**src/sv/imtmf_pkg.sv**
```systemverilog
// Shared types, constants and helpers of the impulse-noise trimmed median filter.
package imtmf_pkg;

    localparam int PIX_W       = 16;
    localparam int COL_W       = 12;
    localparam int ROW_W       = 16;
    localparam int MAX_WIDTH   = 2048;
    localparam int ADDR_W      = $clog2(MAX_WIDTH);
    localparam int SIDE        = 3;
    localparam int AREA        = SIDE * SIDE;
    localparam int CENTER      = AREA / 2;
    localparam int NUM_BANKS   = SIDE + 1;
    localparam int BANK_W      = $clog2(NUM_BANKS);
    localparam int RSUM_W      = PIX_W + 2;
    localparam int SUM_W       = PIX_W + 4;
    localparam int CNT_W       = $clog2(AREA + 1);
    localparam int RECIP_W     = 20;
    localparam int RECIP_SHIFT = 23;
    localparam int PROD_W      = SUM_W + RECIP_W;

    localparam logic [RECIP_W-1:0] RECIP_NINE   = 20'd932068;
    localparam logic [PIX_W-1:0]   PIX_MAX      = 16'hFFFF;
    localparam logic [COL_W-1:0]   WIDTH_RESET  = 12'd640;
    localparam logic [ROW_W-1:0]   HEIGHT_RESET = 16'd480;

    localparam logic REG_WIDTH  = 1'b0;
    localparam logic REG_HEIGHT = 1'b1;

    typedef logic [PIX_W-1:0] t_pix;

    typedef struct packed {
        logic [SIDE-1:0][BANK_W-1:0] row_sel;
        logic [ADDR_W-1:0]           col_a;
        logic [ADDR_W-1:0]           col_b;
        logic                        first;
        logic                        eol;
        logic                        eof;
    } t_rd_req;

    typedef struct packed {
        t_pix [AREA-1:0]              pix;
        logic [SIDE-1:0][RSUM_W-1:0]  row_sum;
        logic                         eol;
        logic                         eof;
    } t_win;

    function automatic logic is_mid(input t_pix v);
        return (v != '0) && (v != PIX_MAX);
    endfunction

endpackage

```
**src/sv/imtmf_select.sv**
```systemverilog
// Mean by reciprocal multiply, rank-based trimmed median and output register.
module imtmf_select (
    input  logic              i_clk,
    input  logic              i_rst_n,
    input  logic              i_en,
    input  logic              i_valid,
    input  imtmf_pkg::t_win   i_win,
    output logic              o_valid,
    output imtmf_pkg::t_pix   o_filtered,
    output logic              o_eol,
    output logic              o_eof
);
    import imtmf_pkg::*;

    // stage 4
    logic                       r4_valid, r4_eol, r4_eof;
    t_pix [AREA-1:0]            r4_pix;
    logic [AREA-1:0]            r4_mid;
    logic [AREA-1:0][AREA-1:0]  r4_prec;
    logic [SUM_W-1:0]           r4_sum;
    // stage 5
    logic                       r5_valid, r5_eol, r5_eof, r5_use_mean;
    logic [PROD_W-1:0]          r5_prod;
    t_pix                       r5_med;
    // output
    logic                       r6_valid, r6_eol, r6_eof;
    t_pix                       r6_filtered;

    logic [AREA-1:0]            mid;
    logic [AREA-1:0][PIX_W:0]   key;
    logic [AREA-1:0][AREA-1:0]  prec;
    logic [SUM_W-1:0]           sum;
    logic [CNT_W-1:0]           nk, kidx;
    logic [AREA-1:0][CNT_W-1:0] rank;
    t_pix                       med;

    always_comb begin
        sum = '0;
        for (int r = 0; r < SIDE; r++) begin
            sum = sum + SUM_W'(i_win.row_sum[r]);
        end
        for (int i = 0; i < AREA; i++) begin
            mid[i] = is_mid(i_win.pix[i]);
            key[i] = {!mid[i], i_win.pix[i]};
        end
        for (int i = 0; i < AREA; i++) begin
            for (int j = 0; j < AREA; j++) begin
                prec[i][j] = (key[j] < key[i]) || ((key[j] == key[i]) && (j < i));
            end
        end
    end

    always_comb begin
        nk   = CNT_W'($countones(r4_mid));
        kidx = nk >> 1;
        med  = '0;
        for (int i = 0; i < AREA; i++) begin
            rank[i] = CNT_W'($countones(r4_prec[i]));
            if (r4_mid[i] && (rank[i] == kidx)) begin
                med = med | r4_pix[i];
            end
        end
    end

    always_ff @(posedge i_clk) begin
        if (!i_rst_n) begin
            r4_valid <= 1'b0;
            r5_valid <= 1'b0;
            r6_valid <= 1'b0;
        end else if (i_en) begin
            r4_valid <= i_valid;
            r5_valid <= r4_valid;
            r6_valid <= r5_valid;
        end
    end

    always_ff @(posedge i_clk) begin
        if (i_en) begin
            r4_pix  <= i_win.pix;
            r4_mid  <= mid;
            r4_prec <= prec;
            r4_sum  <= sum;
            r4_eol  <= i_win.eol;
            r4_eof  <= i_win.eof;

            r5_prod     <= PROD_W'(r4_sum) * PROD_W'(RECIP_NINE);
            r5_med      <= med;
            r5_use_mean <= r4_mid[CENTER] || (nk == '0);
            r5_eol      <= r4_eol;
            r5_eof      <= r4_eof;

            r6_filtered <= r5_use_mean ? r5_prod[RECIP_SHIFT +: PIX_W] : r5_med;
            r6_eol      <= r5_eol;
            r6_eof      <= r5_eof;
        end
    end

    assign o_valid    = r6_valid;
    assign o_filtered = r6_filtered;
    assign o_eol      = r6_eol;
    assign o_eof      = r6_eof;

endmodule

```
**config.mk**
```make
export PLATFORM = sky130hd
export DESIGN_NAME = imtmf_select
export DESIGN_NICKNAME = d
export VERILOG_FILES = /design/src/sv/imtmf_pkg.sv /design/src/sv/imtmf_select.sv
export SDC_FILE = /design/constraint.sdc
export NUM_CORES = 2
export LEC_CHECK = 0
export BUFFER_PORTS_ARGS = -buffer_cell sky130_fd_sc_hd__buf_2
export CAP_MARGIN = 20
export CORE_ASPECT_RATIO = 1.5
export CORE_MARGIN = 2
export CORE_UTILIZATION = 63
export CTS_CLUSTER_SIZE = 10
export DETAILED_ROUTE_END_ITERATION = 8
export PLACE_DENSITY_LB_ADDON = 0.08
export SETUP_SLACK_MARGIN = 0.05
export SLEW_MARGIN = 40
export SYNTH_ARGS = -nofsm -noshare
export SYNTH_HDL_FRONTEND = slang
export SYNTH_SLANG_ARGS = --single-unit
```
**constraint.sdc**
```tcl
create_clock -name i_clk -period 7.4 [get_ports i_clk]
set_input_delay 0.37 -clock i_clk [delete_from_list [all_inputs] [get_ports i_clk]]
set_output_delay 0.37 -clock i_clk [all_outputs]
set_load 0.005 [all_outputs]
```
==> results by group <==
Timing
  • RSZ-0062 raised after global routing: no
  • Final Skew: roughly 0.021 ns
  • Fin. Hold Viols: 1
  • Worst hold slack: -0.0000511 ns
  • Setup_tns: 0 ns
  • Relative slew margins: between 20 and 30%
  • Max Freq: about 160 MHz
  • Max Slew Vio Count: 0
  • Period utilization: a little under nine tenths
  • Tmin final: 6.30 ns
  • Final setup vio count: 0
  • Setup WS post-layout: ~1.1 ns
  • Actual slew at the worst max-slew pin: 1.05 ns

Drt
  • Metal2 WL: roughly 60000 um
  • Final antenna-violating net count: 0
  • Iter 0 DRT Violations: 2706
  • DR vias/cell: between 7 and 8
  • Residual DRC: 3
  • WL final: about 130000 um
  • Met3 routed WL: around 14000 um
  • Detailed Routing Iterations Pass 1: 9
  • Via count: between 20000 and 30000
  • Routed WL per cell: about 33 um
  • Length of routed wiring on met1: 39300 um
  • Max Used Layer: met5

Min path
  • Path type of the worst min-delay path: in -> reg

Global routing
  • Initial antenna violation count: 14
  • First-pass GRT wire length: 186000 um
  • Total grt overflow: 0
  • Number of global-route vias before repair: between 20000 and 30000
  • Total GRT Usage: 49.0%
  • Largest net degree at the start of global routing: 96

Clocking
  • Max clock buf depth: 3
  • CTS clk-pin slew, worst paths: ~0.050 ns
  • CTS resizes: 0
  • Clock Latency Late Sink: roughly 0.57 ns
  • CTS buffer count: 37
  • Total clock sinks: 303
  • Setup bufs post-CTS: 0
  • CTS tree: built
  • H-tree depth: 2
  • Root buffer cell: clkbuf_16

Yosys
  • Register area share after synthesis: about 28%
  • Main synth FF type: edfxtp_1
  • Ys Warns: 0
  • Syn_nets: approximately 4200
  • Syn avg cell area: about 11 um2
  • Number of enable flip-flop cells after synthesis: 300
  • Share of flip-flops with an asynchronous set or reset: 0%
  • Mapped Cells: 3032
  • Syn Std Cell Area: about 0.032 mm2
  • Yosys cell types: between 50 and 60
  • #FFs+latches synth: between 300 and 400

Placement
  • Detail Placement HPWL: 98000 um
  • Setup slack at placement: approximately 1.1 ns
  • Port buffer count: about 220
  • GP Congestion: around 1.1

Critical path
  • Worst EP required: roughly 7.7 ns
  • Max FO, Critical Path: 4
  • Worst path cell trace: fa_1 -> ha_1 -> inv_1 -> fa_1 -> fa_1 -> inv_1 -> fa_1 -> fa_1 -> ha_1 -> o21ai_0 -> nand2_1 -> o21ai_0 -> or2_2 -> a21oi_1 -> o31ai_1 -> a311oi_1 -> and4_1 -> nor3_1
  • CP dominant cell by count: fa_1
  • Largest stage delay on the critical path: between 0.5 and 0.6 ns
  • CP max-delay cell: fa_1
  • Crit. End Element: register
  • Worst Setup Start Kind: register
  • WP data arrival: 6.60 ns
  • CP Class: reg -> reg

Cells and area
  • Sequential cell area: 0.00907 mm2
  • Share of layout cells above drive strength 1: a little over a tenth
  • Fin nets: between 4000 and 5000
  • Multi-input gate area: 0.0221 mm2
  • Fillers: slightly below 4000
  • Post-layout util: 70.2%
  • Area growth, synth to finish: 9.79%

Flow run
  • Max-Cap Viols: 0

Run status
  • Violated checks: design-rule violations, negative hold slack
  • Status: finished with violations

Floorplanning
  • FP Rows: between 100 and 150
  • Initial Util: a little under two thirds
  • Core footprint: between 0.05 and 0.06 mm2
  • Ports: ~220
  • Die height: 282 um
  • Die W: 189 um
  • Die area: around 0.053 mm2
==> critical path, delay by kind of cell (launching register included) <==
family / cells / cell delay (ns)
AO/OA/AOI/OAI: 5 / 1.31
buffers and inverters: 2 / 0.26
AND/OR/NAND/NOR: 4 / 0.72
flip-flops: 1 / 0.50
adder cells (fa/ha/maj): 7 / 3.26
==> metal layers <==
metal / track usage (%) / vias to the layer above
met5: 0 / -
met4: 54.1 / 14
met3: 13.9 / 850
met2: 77.7 / 1946
met1: 49.5 / 13400
li1: - / 12000
==> flip-flops by register name (all words and copies together) (netlist names) <==
| name | cells |
|---|---|
| r5_eol | 1 |
| r4_valid | 1 |
| o_valid | 1 |
| r4_pix | 144 |
| o_eof | 1 |
| r5_med | 16 |
| r4_mid | 9 |
| o_filtered | 16 |
| r4_prec | 72 |
| r5_prod | 16 |
| r4_eol | 1 |
| r4_sum | 20 |
| r5_valid | 1 |
| r4_eof | 1 |
| r5_use_mean | 1 |
| o_eol | 1 |
| r5_eof | 1 |
==> final cells by class <==
class                           count  area share, %
Tap cell                          669           2.35
Clock inverter                      5         0.0702
Multi-Input combinational cell   2367           62.0
Inverter                          347           3.65
Timing Repair Buffer              239           3.53
Sequential cell                   303           25.4
Antenna cell                        9         0.0632
Clock buffer                       48           2.89
==> cell usage in the layout (no fill, tap or decap), types with 45 or more instances in the layout <==
cell,netlist,routed
nor2b_1,68,68
edfxtp_1,300,300
nor4_1,46,45
a21o_1,175,175
a21oi_1,181,181
inv_1,347,347
o21ai_0,143,133
fa_1,152,152
o21a_1,71,71
ha_1,809,809
nor2_1,85,75
buf_2,2,222
nand4_1,161,161
nand2_1,76,76
==> metrics by stage <==
stage / instance area (um2) / cells / hold slack, ns
after floorplan: 32500 / 3032 / 0.400
after global placement: 34500 / 3921 / 0.406
after detailed placement: 34500 / 3922 / 0.405
after CTS: 35600 / 3976 / 0.0127
after global routing: 35600 / 3980 / 0.00275
final: 35700 / 3987 / -0.0000511
==> Yosys cell counts (all sizes together) (40+ instances only) <==
master / instances / area share, %
a21o: 175 / 4.0
a21oi: 181 / 2.8
edfxtp: 300 / 28
fa: 152 / 9.4
ha: 809 / 31
inv: 347 / 4.0
nand2: 76 / 0.88
nand4: 161 / 3.1
nor2: 89 / 1.1
nor2b: 68 / 1.3
nor4: 46 / 0.89
o21a: 71 / 1.6
o21ai: 146 / 2.2
xnor2: 40 / 1.1
==> path summary, 6_finish.rpt <==
check             startpoint  cells after the start  slack (ns)          end
setup reg to reg   r4_sum[7]                     18        1.10  r5_prod[38]
setup / recovery   r4_sum[7]                     18        1.10  r5_prod[38]
hold / removal      i_win[1]                      1    -0.00005       r4_eol
hold reg to reg       r5_eof                      0        0.41        o_eof
==> cells by family (layout without fill, tap and decap cells) <==
group / after synthesis / in the layout / share of synthesized area (%)
flops: 303 / 303 / 27.9
fa+ha+maj: 961 / 961 / 40.5
simple gates: 596 / 596 / 10.2
mux: 19 / 19 / 0.647
other cells: 0 / 9 / 0
buf+inv: 362 / 639 / 4.21
xor+xnor: 64 / 64 / 1.78
compound gates: 727 / 727 / 14.7
==> what timing repair did <==
action / 4_1_cts / 5_1_grt
hold buffers: 1 / 0
setup endpoints to repair: 0 / 0
endpoints found under the hold margin: 1 / 0
Power is not shown: default switching activity piles up to over one toggle a cycle in this logic, so the estimate is an artifact.
