### src/sv/imtmf_pkg.sv
// Shared types, constants and helpers of the impulse-noise trimmed median filter.
package imtmf_pkg;

    localparam int PIX_W       = 16;
    localparam int COL_W       = 12;
    localparam int ROW_W       = 16;
    localparam int MAX_WIDTH   = 2048;
    localparam int ADDR_W      = $clog2(MAX_WIDTH);
    localparam int SIDE        = 3;
    localparam int AREA        = SIDE * SIDE;
    localparam int CENTER      = AREA / 2;
    localparam int NUM_BANKS   = SIDE + 1;
    localparam int BANK_W      = $clog2(NUM_BANKS);
    localparam int RSUM_W      = PIX_W + 2;
    localparam int SUM_W       = PIX_W + 4;
    localparam int CNT_W       = $clog2(AREA + 1);
    localparam int RECIP_W     = 20;
    localparam int RECIP_SHIFT = 23;
    localparam int PROD_W      = SUM_W + RECIP_W;

    localparam logic [RECIP_W-1:0] RECIP_NINE   = 20'd932068;
    localparam logic [PIX_W-1:0]   PIX_MAX      = 16'hFFFF;
    localparam logic [COL_W-1:0]   WIDTH_RESET  = 12'd640;
    localparam logic [ROW_W-1:0]   HEIGHT_RESET = 16'd480;

    localparam logic REG_WIDTH  = 1'b0;
    localparam logic REG_HEIGHT = 1'b1;

    typedef logic [PIX_W-1:0] t_pix;

    typedef struct packed {
        logic [SIDE-1:0][BANK_W-1:0] row_sel;
        logic [ADDR_W-1:0]           col_a;
        logic [ADDR_W-1:0]           col_b;
        logic                        first;
        logic                        eol;
        logic                        eof;
    } t_rd_req;

    typedef struct packed {
        t_pix [AREA-1:0]              pix;
        logic [SIDE-1:0][RSUM_W-1:0]  row_sum;
        logic                         eol;
        logic                         eof;
    } t_win;

    function automatic logic is_mid(input t_pix v);
        return (v != '0) && (v != PIX_MAX);
    endfunction

endpackage

### src/sv/imtmf_ctrl.sv
// Position counters, line store write control and output scheduling.
module imtmf_ctrl (
    input  logic                          i_clk,
    input  logic                          i_rst_n,
    input  logic                          i_en,
    input  logic                          i_accept,
    input  imtmf_pkg::t_pix               i_pixel,
    input  logic                          i_drain,
    input  logic [imtmf_pkg::COL_W-1:0]   i_width,
    input  logic [imtmf_pkg::ROW_W-1:0]   i_height,
    input  logic                          i_cfg_wr,
    output logic                          o_wr_en,
    output logic [imtmf_pkg::BANK_W-1:0]  o_wr_bank,
    output logic [imtmf_pkg::ADDR_W-1:0]  o_wr_col,
    output imtmf_pkg::t_pix               o_wr_data,
    output logic                          o_valid,
    output imtmf_pkg::t_rd_req            o_req
);
    import imtmf_pkg::*;

    logic [COL_W-1:0] r_in_col, r_out_col;
    logic [ROW_W-1:0] r_in_row, r_out_row;
    logic             r_valid;
    t_rd_req          r_req;

    logic [COL_W-1:0] n_in_col, n_out_col;
    logic [ROW_W-1:0] n_in_row, n_out_row;
    logic             wr, wrap, fire, eol, eof, can_out;
    logic [COL_W-1:0] in_col_inc, out_col_inc, ic1, nc;
    logic [ROW_W-1:0] ir1, nr, row_up;
    logic [ROW_W:0]   out_row_inc, h_ext;
    t_rd_req          n_req;

    always_comb begin
        wr          = i_accept && !i_drain && (r_in_row < i_height);
        in_col_inc  = r_in_col + COL_W'(1);
        wrap        = in_col_inc >= i_width;
        ic1         = wr ? (wrap ? '0 : in_col_inc) : r_in_col;
        ir1         = (wr && wrap) ? r_in_row + ROW_W'(1) : r_in_row;
        out_row_inc = {1'b0, r_out_row} + (ROW_W + 1)'(1);
        h_ext       = {1'b0, i_height};
        out_col_inc = r_out_col + COL_W'(1);
        nr          = (out_row_inc >= h_ext) ? i_height - ROW_W'(1) : out_row_inc[ROW_W-1:0];
        nc          = (out_col_inc >= i_width) ? i_width - COL_W'(1) : out_col_inc;
        can_out     = (ir1 >= i_height) || (nr < ir1) || ((nr == ir1) && (nc < ic1));
        fire        = i_accept && (r_out_row < i_height) && can_out;
        eol         = out_col_inc >= i_width;
        eof         = eol && (out_row_inc >= h_ext);
        row_up      = (r_out_row == '0) ? '0 : r_out_row - ROW_W'(1);

        n_req.row_sel[0] = row_up[BANK_W-1:0];
        n_req.row_sel[1] = r_out_row[BANK_W-1:0];
        n_req.row_sel[2] = nr[BANK_W-1:0];
        n_req.col_a      = r_out_col[ADDR_W-1:0];
        n_req.col_b      = nc[ADDR_W-1:0];
        n_req.first      = r_out_col == '0;
        n_req.eol        = eol;
        n_req.eof        = eof;

        n_in_col  = r_in_col;
        n_in_row  = r_in_row;
        n_out_col = r_out_col;
        n_out_row = r_out_row;
        if (i_cfg_wr) begin
            n_in_col  = '0;
            n_in_row  = '0;
            n_out_col = '0;
            n_out_row = '0;
        end else if (i_accept) begin
            n_in_col = ic1;
            n_in_row = ir1;
            if (fire) begin
                if (eof) begin
                    n_in_col  = '0;
                    n_in_row  = '0;
                    n_out_col = '0;
                    n_out_row = '0;
                end else if (eol) begin
                    n_out_col = '0;
                    n_out_row = out_row_inc[ROW_W-1:0];
                end else begin
                    n_out_col = out_col_inc;
                end
            end
        end
    end

    always_ff @(posedge i_clk) begin
        if (!i_rst_n) begin
            r_in_col  <= '0;
            r_in_row  <= '0;
            r_out_col <= '0;
            r_out_row <= '0;
            r_valid   <= 1'b0;
        end else begin
            r_in_col  <= n_in_col;
            r_in_row  <= n_in_row;
            r_out_col <= n_out_col;
            r_out_row <= n_out_row;
            if (i_en) begin
                r_valid <= fire;
            end
        end
    end

    always_ff @(posedge i_clk) begin
        if (i_en && fire) begin
            r_req <= n_req;
        end
    end

    assign o_wr_en   = wr;
    assign o_wr_bank = r_in_row[BANK_W-1:0];
    assign o_wr_col  = r_in_col[ADDR_W-1:0];
    assign o_wr_data = i_pixel;
    assign o_valid   = r_valid;
    assign o_req     = r_req;

endmodule

### config.mk
export PLATFORM = sky130hd
export DESIGN_NAME = imtmf_ctrl
export DESIGN_NICKNAME = d
export VERILOG_FILES = /design/src/sv/imtmf_pkg.sv /design/src/sv/imtmf_ctrl.sv
export SDC_FILE = /design/constraint.sdc
export NUM_CORES = 1
export LEC_CHECK = 0
export BUFFER_PORTS_ARGS = -buffer_cell sky130_fd_sc_hd__clkbuf_2
export CELL_PAD_IN_SITES_DETAIL_PLACEMENT = 0
export CELL_PAD_IN_SITES_GLOBAL_PLACEMENT = 1
export CORE_MARGIN = 1
export CORE_UTILIZATION = 40
export CTS_CLUSTER_SIZE = 28
export DETAILED_ROUTE_END_ITERATION = 16
export GPL_TIMING_DRIVEN = 1
export HOLD_SLACK_MARGIN = 0.06
export PLACE_DENSITY = 0.78
export SLEW_MARGIN = 25
export SYNTH_ARGS = -nofsm -noshare
export SYNTH_HDL_FRONTEND = slang
export SYNTH_SLANG_ARGS = --single-unit
### constraint.sdc
create_clock -name i_clk -period 6.8 [get_ports i_clk]
set_clock_uncertainty 0.2 [all_clocks]
set_input_delay 2.04 -clock i_clk [delete_from_list [all_inputs] [get_ports i_clk]]
set_output_delay 2.04 -clock i_clk [all_outputs]
set_load 0.05 [all_outputs]
==> metrics.cfg <==
[outcome]
outcome = completed

[sta]
hold_ws_ns = 0.291
worst_slew_pin_slew_ns = 0.701
period_needed_ns = 6.46
rsz0062_at_grt = false
fin_ws_ns = 0.341
final_max_slew_viol_count = 0
period_share = 0.950
max_freq_mhz = 155
max-slew-margin-rel = 0.533
hold_violations = 0
finalSetupViolations = 0
setup_tns_ns = 0

[pwr]
p_per_area_nw_per_um2 = 132
p_leak_nw = 4.31
ir_drop_mv = 0.126
design_power_total_w = 0.00121

[placement]
hpwl_mm = 17.8
place_congestion = 0.894
portBuffers = 79
pre_cts_ws_ns = -0.00770

[drt]
drt_iter0_drc = 365
dr.pass1.iters = 5
detail-route-antenna-nets = 0
via_per_inst = 5.36
vias = 6883
finalWirelength_mm = 22.1
post-route-drc-count = 0
wl_per_cell_um = 17.2

[yosys]
synth_seq_area_share = 0.262
synthDistinctLibCells = 69
yosysTopAreaCellShare = 0.193
synth_cells = 916
avgSynthCellArea_um2 = 8.63
netlist_area_um2 = 7910
synth_nets = 1088
yosys_warnings = 0
yosys_register_bits = 88
async_flop_share = 0
synthTopCellsByArea = ha_1 (19%), dfxtp_1 (14%), edfxtp_1 (12%)
yosysTopAreaCell = ha_1
synth-edff-count = 31
synth_ff_type = dfxtp_1

[floorplan]
die-height_um = 143
die_w_um = 143
die-area_um2 = 20300
std_cell_rows = 51
io_pins = 112
coreArea_um2 = 19400
start_util = 0.408

[critical_path]
crit_buf_inv = 5
arrival_ns = 6.51
cp-end-kind = register
cp.required_ns = 6.85
worstPathMaxFanout = 9
critPathSlowestCell = a221oi_1
crit_chain = clkbuf_2, inv_1, ha_1, nand4_1, nor3_1, nor4b_2, a211o_1, clkinv_4, and2_1, nand3_1, xor2_1, inv_1, ha_1, a21o_1, a21o_1, a221o_1, a221oi_1, nand4b_1, a31oi_4, buf_4, nor2_4, a32o_1
path_class = input port to register
cp_top_family = compound AO/OA/AOI/OAI gates
critPathLaunchType = input port
cp_slowest_stage_delay_ns = 0.42

[clock_network]
cts_hold_buf = 0
clk_pin_slew_ns = 0.07
clock_path_buffers = 2
cts_tree = built
cts-root-buf = clkbuf_16
h-tree-depth = 3
cts-buffers-inserted = 9
worst_skew_pair.late_latency_ns = 0.36
post_cts_buffers = 0
cts_resized = 0
clkSinkCount = 88

[global_route]
grt-ovfl-total = 0
grt_pass1_wl_mm = 34.8
grt_use_total = 0.224
grt_pass1_vias = 6530
antenna_found_initial = 0
grt_max_degree = 37

[finish]
drive_above_1_share = 0.183
nFillCells = 1925
post-route-util = 0.472
final_nets = 1186
n_antenna_cell = 0
syn2layout_area_growth_pct = 15.8

[flow_run]
drv_cap = 0

[hold_path]
hp-class = register to register

## per-layer routing
layer / share of wire / global-route usage
met5: 0 / 0
met4: 0.016 / 0.0662
met3: 0.041 / 0.0298
met2: 0.46 / 0.369
met1: 0.49 / 0.305
## stage by stage
stage	instances	instance area (µm²)
6_report	1284	9160
5_1_grt	1284	9160
4_1_cts	1284	9160
3_5_place_dp	1268	8830
3_3_place_gp	1268	8830
2_1_floorplan	916	7910
## cells in the mapped netlist (all sizes together) (2+ instances only)
| library cell | number |
|---|---|
| a21o | 12 |
| nand4 | 23 |
| nand2 | 91 |
| edfxtp | 31 |
| and3 | 14 |
| mux2i | 14 |
| nor2b | 8 |
| o21a | 10 |
| and4 | 9 |
| clkbuf | 20 |
| nand4b | 2 |
| and2 | 6 |
| nor2 | 75 |
| a32o | 3 |
| nor4b | 4 |
| nor3 | 10 |
| o311ai | 8 |
| dfxtp | 57 |
| a211oi | 4 |
| a211o | 3 |
| or4 | 2 |
| a31o | 2 |
| a21oi | 51 |
| nand3b | 6 |
| ha | 122 |
| a22oi | 8 |
| o2111ai | 5 |
| nand3 | 38 |
| o211ai | 4 |
| a21boi | 4 |
| xor2 | 31 |
| buf | 39 |
| xnor2 | 40 |
| o21ai | 46 |
| a31oi | 5 |
| o31ai | 13 |
| nand2b | 10 |
| inv | 56 |
| nor4 | 12 |
| o41ai | 2 |
| a2111oi | 6 |
## layout by cell type (no fill, tap or decap), types with 13 or more instances in the layout
master / count
edfxtp_1: 31
xor2_1: 31
and3_1: 13
buf_4: 62
clkbuf_2: 79
nand2_1: 90
xnor2_1: 40
mux2i_1: 13
o21ai_0: 31
a21oi_1: 51
nand3_1: 38
ha_1: 122
inv_1: 55
nor2_1: 74
dfxtp_1: 57
nand4_1: 23
o21ai_1: 15
## power breakdown
part | internal, W | switching [W] | total, W
clock | 0.000319 | 0.000228 | 0.000547
combinational | 0.0000470 | 0.0000715 | 0.000118
sequential | 0.000541 | 0.000000520 | 0.000541
total | 0.000907 | 0.000300 | 0.00121
## final timing paths
path,from,cells past startpoint,endpoint,slack (ns)
max,i_height[14],22,r_out_col[9],0.34
min,r_in_col[11],2,r_in_col[11],0.29
max reg2reg,r_out_row[1],26,r_in_row[8],0.63
min reg2reg,r_in_col[11],2,r_in_col[11],0.29
## area by class of cell
class	instances	area [µm²]	share of cell area
Multi-Input combinational cell	712	5250	0.573
Sequential cell	88	2070	0.226
Timing Repair Buffer	146	961	0.105
Clock inverter	5	60.1	0.00656
Tap cell	265	332	0.0362
Inverter	57	219	0.0239
Clock buffer	11	264	0.0288
## flip-flops by register name, indices dropped and copies added (netlist names)
signal and cells:
o_req 31, r_in_row 16, r_out_col 12, r_in_col 12
r_out_row 16, o_valid 1
## cells by family after synthesis
family / count (synthesis) / share of synthesized area
and+or+nand+nor: 313 / 0.198
AOI/OAI and AO/OA: 191 / 0.172
adders and majority gates: 122 / 0.193
buffers and inverters: 116 / 0.0750
DFF: 88 / 0.262
xor gates and xnor gates: 71 / 0.0786
muxes: 15 / 0.0212
## worst register-to-register path: cells and delay by family, from the launching register on
kind                       cells  cell delay [ns]
and+or+nand+nor               10             1.63
adders and majority gates      3             0.92
buffers and inverters          5             0.85
AOI/OAI and AO/OA              7             1.59
DFF                            1             0.47
xor gates and xnor gates       1             0.39
Note: power is estimated with default switching activity, not from simulation.
